File: config.mk
export PLATFORM = sky130hd
export DESIGN_NAME = uart_baud_divisor_calc
export DESIGN_NICKNAME = d
export VERILOG_FILES = /design/src/hdl/ubd_pkg.sv /design/src/hdl/ubd_div_stage.sv /design/src/hdl/uart_baud_divisor_calc.sv
export SDC_FILE = /design/constraint.sdc
export NUM_CORES = 2
export LEC_CHECK = 0
export BUFFER_PORTS_ARGS = -buffer_cell sky130_fd_sc_hd__clkbuf_2
export CORE_UTILIZATION = 50
export DETAILED_ROUTE_END_ITERATION = 8
export GPL_TIMING_DRIVEN = 0
export PLACE_DENSITY_LB_ADDON = 0.25
export SYNTH_ARGS = -nofsm -noshare
export SYNTH_HDL_FRONTEND = slang
export SYNTH_SLANG_ARGS = --single-unit
File: constraint.sdc
create_clock -name clk_i -period 10.2 [get_ports clk_i]
set_clock_uncertainty 0.15 [all_clocks]
set_input_delay 0.51 -clock clk_i [delete_from_list [all_inputs] [get_ports clk_i]]
set_output_delay 0.51 -clock clk_i [all_outputs]
set_load 0.1 [all_outputs]
File: src/hdl/ubd_pkg.sv
// Shared types, constants and helper functions for the UART baud divisor calculator.
// Has no dependencies. Used by ubd_div_stage and uart_baud_divisor_calc.
package ubd_pkg;

  // Field widths
  localparam int unsigned BaudW = 24;
  localparam int unsigned WordW = 16;
  localparam int unsigned IntW  = 14;

  // Dividend is base clock times eight: 96e6 fits in 27 bits
  localparam int unsigned DvdW = 27;
  localparam logic [DvdW-1:0] DvdHigh = 27'd96000000;
  localparam logic [DvdW-1:0] DvdLow  = 27'd24000000;

  // Integer divisor limits
  localparam logic [IntW-1:0] IntMax = 14'h3FFF;
  localparam logic [IntW-1:0] IntMin = 14'd1;

  // Divider pipeline shape: quotient bits resolved per stage, stage count
  localparam int unsigned StepsPerStage = 3;
  localparam int unsigned NumStages     = DvdW / StepsPerStage;

  // Divider work item: partial remainder, dividend/quotient shift word
  typedef struct packed {
    logic [BaudW-1:0] rem;
    logic [DvdW-1:0]  dq;
    logic [BaudW-1:0] dvs;
    logic             err;
  } div_t;

  // Restoring division, StepsPerStage quotient bits
  function automatic div_t div_steps(div_t s);
    div_t           r;
    logic [BaudW:0] t;
    r = s;
    for (int i = 0; i < StepsPerStage; i++) begin
      t    = {r.rem, r.dq[DvdW-1]};
      r.dq = {r.dq[DvdW-2:0], 1'b0};
      if (t >= {1'b0, r.dvs}) begin
        t       = t - {1'b0, r.dvs};
        r.dq[0] = 1'b1;
      end
      r.rem = t[BaudW-1:0];
    end
    return r;
  endfunction

  // Fraction remap, eighths to encoded code
  function automatic logic [2:0] frac_code(logic [2:0] f);
    logic [2:0] c;
    case (f)
      3'd0:    c = 3'd0;
      3'd1:    c = 3'd3;
      3'd2:    c = 3'd2;
      3'd3:    c = 3'd4;
      3'd4:    c = 3'd1;
      3'd5:    c = 3'd5;
      3'd6:    c = 3'd6;
      3'd7:    c = 3'd7;
      default: c = 3'd0;
    endcase
    return c;
  endfunction

endpackage

File: src/hdl/ubd_div_stage.sv
// One registered stage of the pipelined restoring divider.
// Depends on ubd_pkg (div_t, div_steps).
module ubd_div_stage (
  input  logic          clk_i,
  input  logic          rst_ni,
  input  logic          valid_i,
  input  ubd_pkg::div_t data_i,
  output logic          rdy_o,
  output logic          valid_o,
  output ubd_pkg::div_t data_o,
  input  logic          rdy_i
);

  logic          valid_q;
  ubd_pkg::div_t data_q;
  ubd_pkg::div_t data_d;

  // Stage can load when empty or when its content moves on
  assign rdy_o  = !valid_q || rdy_i;
  assign data_d = ubd_pkg::div_steps(data_i);

  always_ff @(posedge clk_i or negedge rst_ni) begin
    if (!rst_ni) begin
      valid_q <= 1'b0;
    end else if (rdy_o) begin
      valid_q <= valid_i;
    end
  end

  // Payload, no reset
  always_ff @(posedge clk_i) begin
    if (valid_i && rdy_o) begin
      data_q <= data_d;
    end
  end

  assign valid_o = valid_q;
  assign data_o  = data_q;

endmodule

File: src/hdl/uart_baud_divisor_calc.sv
// Top level of the UART baud divisor calculator: divider pipeline plus output stage.
// Depends on ubd_pkg and ubd_div_stage.
//
// Takes one baud rate word per cycle while in_stall_o is low and returns one
// 16-bit divisor word per input, in order: nine divider stages resolve three
// quotient bits each of base*8/baud_rate, and
// a final register applies the 1..16383 clamp and the fraction remap. Bits 13:0
// hold the integer divisor, bits 15:14 the low two bits of the remapped
// fraction. A zero rate gives word 0 with divide_error set. high_clock selects
// a 12 MHz (1) or 3 MHz (0) base; change it only while the pipeline is empty.
// A stall on the output backs up through the stages; in_stall_o rises only once
// every stage holds a word.
module uart_baud_divisor_calc (
  input  logic                     clk_i,
  input  logic                     rst_ni,
  // configuration
  input  logic                     cfg_valid_i,
  output logic                     cfg_ready_o,
  input  logic                     cfg_high_clock_i,
  // request
  input  logic                     in_valid_i,
  output logic                     in_stall_o,
  input  logic [ubd_pkg::BaudW-1:0] baud_rate_i,
  // result
  output logic                     out_valid_o,
  input  logic                     out_stall_i,
  output logic [ubd_pkg::WordW-1:0] divisor_word_o,
  output logic                     divide_error_o
);

  localparam int unsigned NS = ubd_pkg::NumStages;

  // Configuration register
  logic high_clock_q;

  assign cfg_ready_o = 1'b1;

  always_ff @(posedge clk_i or negedge rst_ni) begin
    if (!rst_ni) begin
      high_clock_q <= 1'b0;
    end else if (cfg_valid_i && cfg_ready_o) begin
      high_clock_q <= cfg_high_clock_i;
    end
  end

  // Stage chain: index 0 is the input, index NS the last divider stage
  logic          st_valid [NS+1];
  logic          st_rdy   [NS+1];
  ubd_pkg::div_t st_data  [NS+1];

  // Load the dividend for the selected base clock, the divisor and the zero-rate error flag
  assign st_valid[0]    = in_valid_i;
  assign st_data[0].rem = '0;
  assign st_data[0].dq  = high_clock_q ? ubd_pkg::DvdHigh : ubd_pkg::DvdLow;
  assign st_data[0].dvs = baud_rate_i;
  assign st_data[0].err = (baud_rate_i == '0);
  assign in_stall_o     = !st_rdy[0];

  for (genvar g = 0; g < NS; g++) begin : g_div
    ubd_div_stage u_stage (
      .clk_i  (clk_i),
      .rst_ni (rst_ni),
      .valid_i(st_valid[g]),
      .data_i (st_data[g]),
      .rdy_o  (st_rdy[g]),
      .valid_o(st_valid[g+1]),
      .data_o (st_data[g+1]),
      .rdy_i  (st_rdy[g+1])
    );
  end

  // Output stage: clamp, fraction remap, word assembly
  logic                      out_valid_q;
  logic [ubd_pkg::WordW-1:0] word_q, word_d;
  logic                      err_q;
  logic [ubd_pkg::DvdW-4:0]  int_part;
  logic [ubd_pkg::IntW-1:0]  int_clamp;
  logic [2:0]                code;

  assign st_rdy[NS] = !out_valid_q || !out_stall_i;

  always_comb begin
    int_part = st_data[NS].dq[ubd_pkg::DvdW-1:3];
    code     = ubd_pkg::frac_code(st_data[NS].dq[2:0]);
    if (int_part == '0) begin
      int_clamp = ubd_pkg::IntMin;
    end else if (int_part > {{(ubd_pkg::DvdW-3-ubd_pkg::IntW){1'b0}}, ubd_pkg::IntMax}) begin
      int_clamp = ubd_pkg::IntMax;
    end else begin
      int_clamp = int_part[ubd_pkg::IntW-1:0];
    end
    if (st_data[NS].err) begin
      word_d = '0;
    end else begin
      word_d = {code[1:0], int_clamp};
    end
  end

  always_ff @(posedge clk_i or negedge rst_ni) begin
    if (!rst_ni) begin
      out_valid_q <= 1'b0;
    end else if (st_rdy[NS]) begin
      out_valid_q <= st_valid[NS];
    end
  end

  always_ff @(posedge clk_i) begin
    if (st_valid[NS] && st_rdy[NS]) begin
      word_q <= word_d;
      err_q  <= st_data[NS].err;
    end
  end

  assign out_valid_o    = out_valid_q;
  assign divisor_word_o = word_q;
  assign divide_error_o = err_q;

  // An error word carries no divisor bits
  a_err_word_zero: assert property (@(posedge clk_i) disable iff (!rst_ni)
    out_valid_o && divide_error_o |-> divisor_word_o == '0)
    else $error("error word has nonzero divisor");

  // A good word never has a zero integer divisor
  a_int_nonzero: assert property (@(posedge clk_i) disable iff (!rst_ni)
    out_valid_o && !divide_error_o |-> divisor_word_o[ubd_pkg::IntW-1:0] != '0)
    else $error("integer divisor is zero");

  // Input stalls only when the first stage holds a word that cannot move
  a_stall_full: assert property (@(posedge clk_i) disable iff (!rst_ni)
    in_stall_o |-> st_valid[1] && out_valid_q && out_stall_i)
    else $error("input stalled with room in pipeline");

  // A word held at the output under stall keeps the last divider stage's word in place
  a_last_hold: assert property (@(posedge clk_i) disable iff (!rst_ni)
    out_valid_q && out_stall_i && st_valid[NS] |=> st_valid[NS])
    else $error("last divider stage lost its word under stall");

endmodule
==> impl_metrics.json <==
{
  "chipWidth_um": 328,
  "placementRows": 119,
  "worst_setup_hold_path_clk_slew_ns": 0.06,
  "synthDistinctLibCells": 102,
  "cp-end-kind": "flip-flop",
  "peak_fanout_along_the_critical_path": 10,
  "area.growth.synth_to_final_pct": 10.0,
  "totalWireLength_mm": 146,
  "max_slew.worst_pin.slew_ns": 0.938,
  "grt_overflow": 0,
  "grt_max_degree": 68,
  "drv_slew": 0,
  "grt_pass1_vias": 41200,
  "initial_core_util_pct": 50.4,
  "max_slew_margin_pct": 37.3,
  "cts.path.max_buffers": 3,
  "place.port_buffers": 48,
  "ff2ff_setup_slack_ns": 0.39,
  "timing.critical_path.required_ns": 10.45,
  "worst_path_max_delay_cell": "sky130_fd_sc_hd__edfxtp_1",
  "num_vias": 43300,
  "design.portCount": 50,
  "clock_insertion_delay_worst_skew_ns": 0.65,
  "synth_cells": 5620,
  "synth-warning-count": 0,
  "cell_repeated_most_along_the_worst_path": "sky130_fd_sc_hd__o21a_1",
  "fp.dieArea_sq_mm": 0.107,
  "reg2reg_from": "g_div[0].u_stage.data_o[2]$_DFFE_PP_",
  "synth_enable_flop_cells": 555,
  "tritoncts_clock_tree": "built",
  "syn_area_sq_mm": 0.0530,
  "max_cap_viol_count": 0,
  "status": "complete, no violations",
  "async_reset_ff_share_pct": 1.94,
  "cts-buffers-inserted": 67,
  "gp_congestion": 0.964,
  "drive_gt1_share_pct": 11.6,
  "ys_top_cells_by_area": "sky130_fd_sc_hd__edfxtp_1 (31%), sky130_fd_sc_hd__ha_1 (15%), sky130_fd_sc_hd__xnor2_1 (5.5%)",
  "num-fill-cells": 9488,
  "wire_length_of_the_first_global_routing_pass_mm": 226,
  "origin_of_the_worst_setup_path": "g_div[0].u_stage.data_o[2]$_DFFE_PP_",
  "detail_route.vias_per_cell": 6.00,
  "finish.net_count": 6450,
  "multi_input_area_sq_mm": 0.0343,
  "core-area_sq_mm": 0.105,
  "drt_iter0_markers": 3972,
  "max_stage_delay_ns": 0.47,
  "die-height_um": 328,
  "worst_slack_ns": 0.395,
  "hold_viol": 0,
  "synth_seq_area_share_pct": 32.0,
  "synth.top_cell.area_share_pct": 31.5,
  "syn-num-nets": 6287,
  "cts-root-buf": "sky130_fd_sc_hd__clkbuf_16",
  "grt_use_total_pct": 26.5,
  "layout_common_cells": "sky130_fd_sc_hd__ha_1 (616), sky130_fd_sc_hd__edfxtp_1 (555), sky130_fd_sc_hd__a21oi_1 (494), sky130_fd_sc_hd__inv_1 (401), sky130_fd_sc_hd__nor2_1 (394)",
  "routedWlPerCell_um": 20.2,
  "mostFrequentLayoutCell": "sky130_fd_sc_hd__ha_1",
  "synth_area_per_cell_sq_um": 9.43,
  "dp_hpwl_mm": 118,
  "detail-route-antenna-nets": 0,
  "cp.arrival_ns": 10.06,
  "finish.cell_count_without_fillers": 7228,
  "clock.fmax_ghz": 0.102,
  "holdCritPathClass": "input port to flip-flop",
  "ys.flop_type": "sky130_fd_sc_hd__edfxtp_1",
  "synth_seq_cells": 566,
  "drt_drc_violations_left": 0,
  "timing.setup.critical_path_class": "flip-flop to flip-flop",
  "crit_path_start_kind": "flip-flop",
  "cts.htree.levels": 3,
  "post-synth-top-area-cell": "sky130_fd_sc_hd__edfxtp_1",
  "finalCritPeriodShare_pct": 96.1,
  "period_minus_slack_ns": 9.81,
  "place_inst": 7069,
  "drtPass1Iterations": 6,
  "insertedDiodeCount": 0,
  "setup_viol": 0,
  "grt_antenna_before_repair": 5,
  "total_area_of_sequential_cells_sq_mm": 0.0169,
  "dp_worst_setup_slack_ns": -1.18,
  "cts.sinks": 566,
  "critical_hold_path_startpoint": "baud_rate_i[0]"
}
==> cells by family after synthesis <==
| kind of cell | Yosys count | synth area share (%) |
|---|---|---|
| xor gates and xnor gates | 489 | 8.08 |
| adders and majority gates | 637 | 15.3 |
| DFF | 566 | 32.0 |
| buffers and inverters | 524 | 3.95 |
| and+or+nand+nor | 1394 | 12.8 |
| AOI/OAI and AO/OA | 1669 | 20.5 |
| muxes | 340 | 7.40 |
| other | 1 | 0.00708 |
==> cells in the mapped netlist (13+ instances only) <==
cell type,count
sky130_fd_sc_hd__a21o_1,234
sky130_fd_sc_hd__buf_2,29
sky130_fd_sc_hd__mux2_2,249
sky130_fd_sc_hd__o21ai_0,329
sky130_fd_sc_hd__edfxtp_1,555
sky130_fd_sc_hd__mux2i_1,47
sky130_fd_sc_hd__nand2b_1,66
sky130_fd_sc_hd__o221ai_1,22
sky130_fd_sc_hd__and3_1,41
sky130_fd_sc_hd__inv_1,405
sky130_fd_sc_hd__or3_1,34
sky130_fd_sc_hd__o21bai_1,72
sky130_fd_sc_hd__mux2_4,40
sky130_fd_sc_hd__clkbuf_1,61
sky130_fd_sc_hd__xor2_1,158
sky130_fd_sc_hd__nor3_1,101
sky130_fd_sc_hd__fa_1,20
sky130_fd_sc_hd__a211o_1,17
sky130_fd_sc_hd__o31a_1,20
sky130_fd_sc_hd__or2_2,29
sky130_fd_sc_hd__xnor2_1,331
sky130_fd_sc_hd__o31ai_1,29
sky130_fd_sc_hd__nand4_1,103
sky130_fd_sc_hd__and2_1,34
sky130_fd_sc_hd__a211oi_1,46
sky130_fd_sc_hd__a2111oi_0,15
sky130_fd_sc_hd__o21a_1,124
sky130_fd_sc_hd__a221o_1,16
sky130_fd_sc_hd__nand2_1,303
sky130_fd_sc_hd__o2111ai_1,14
sky130_fd_sc_hd__nor4_1,29
sky130_fd_sc_hd__ha_1,617
sky130_fd_sc_hd__nor2_1,397
sky130_fd_sc_hd__o21ai_1,13
sky130_fd_sc_hd__a21oi_1,504
sky130_fd_sc_hd__a31oi_1,54
sky130_fd_sc_hd__nor2b_1,77
sky130_fd_sc_hd__o211ai_1,26
sky130_fd_sc_hd__nand3_1,132
==> worst paths after layout <==
check | to | cells after the start
max in group asynchronous | g_div[5].u_stage.valid_o$_DFFE_PN0P_ | 2
min in group asynchronous | out_valid_o$_DFFE_PN0P_ | 2
setup reg to reg | g_div[1].u_stage.data_o[69]$_DFFE_PP_ | 36
setup / recovery | g_div[1].u_stage.data_o[69]$_DFFE_PP_ | 36
hold reg to reg | g_div[4].u_stage.data_o[32]$_DFFE_PP_ | 0
hold / removal | g_div[0].u_stage.data_o[1]$_DFFE_PP_ | 1
==> routing by layer <==
layer | track usage, % | share of wire [%]
met3 | 3.39 | 5.5
met1 | 36.7 | 46
met5 | 0 | 0
met4 | 7.28 | 2.6
met2 | 43.5 | 46
==> state kept, by name, summed over array words and instances, names as in the netlist <==
register	cells
g_div.u_stage.data_o	538
divide_error_o	1
out_valid_o	1
divisor_word_o	16
high_clock_q	1
g_div.u_stage.valid_o	9
==> worst max-delay path, delay by kind of cell, from the launching register on <==
family	cells	cell delay, ns
flops	1	0.47
fa+ha+maj	3	1.02
simple gates	4	1.10
mux	3	1.00
buf+inv	7	1.34
compound gates	19	4.44
==> through the flow <==
step / area [sq um] / util (%) / hold WS (ns) / setup TNS (ns)
6_report: 58300 / 55.5 / 0.0959 / 0
5_1_grt: 58300 / 55.5 / 0.0655 / -0.0879
3_5_place_dp: 55200 / 52.5 / 0.255 / -94.40
2_1_floorplan: 53000 / - / 0.0644 / 0
4_1_cts: 57900 / 55.1 / 0.0550 / 0
3_3_place_gp: 55000 / 52.3 / 0.252 / -86.30
==> final cells by class <==
type	instances	share of cell area, %
plain buffers	107	1.04
clock buffers	76	2.97
clock inverters	47	0.998
inverters	411	2.66
multi-input cells	4530	58.9
flip-flops and latches	566	29.1
well taps	1391	2.99
repair buffers	100	1.42
==> timing repair <==
item                                   4_1_cts  5_1_grt
pin swaps                                    2        4
gates resized for setup                     41      101
cloned                                       0        0
setup endpoints to repair                  143      175
hold buffers                                28        0
endpoints found under the hold margin       38        0
buffers inserted                             4       10
Power is left out: the tool's default activity adds up to more than one toggle a clock period on the data nets, which glitch-free logic cannot reach.
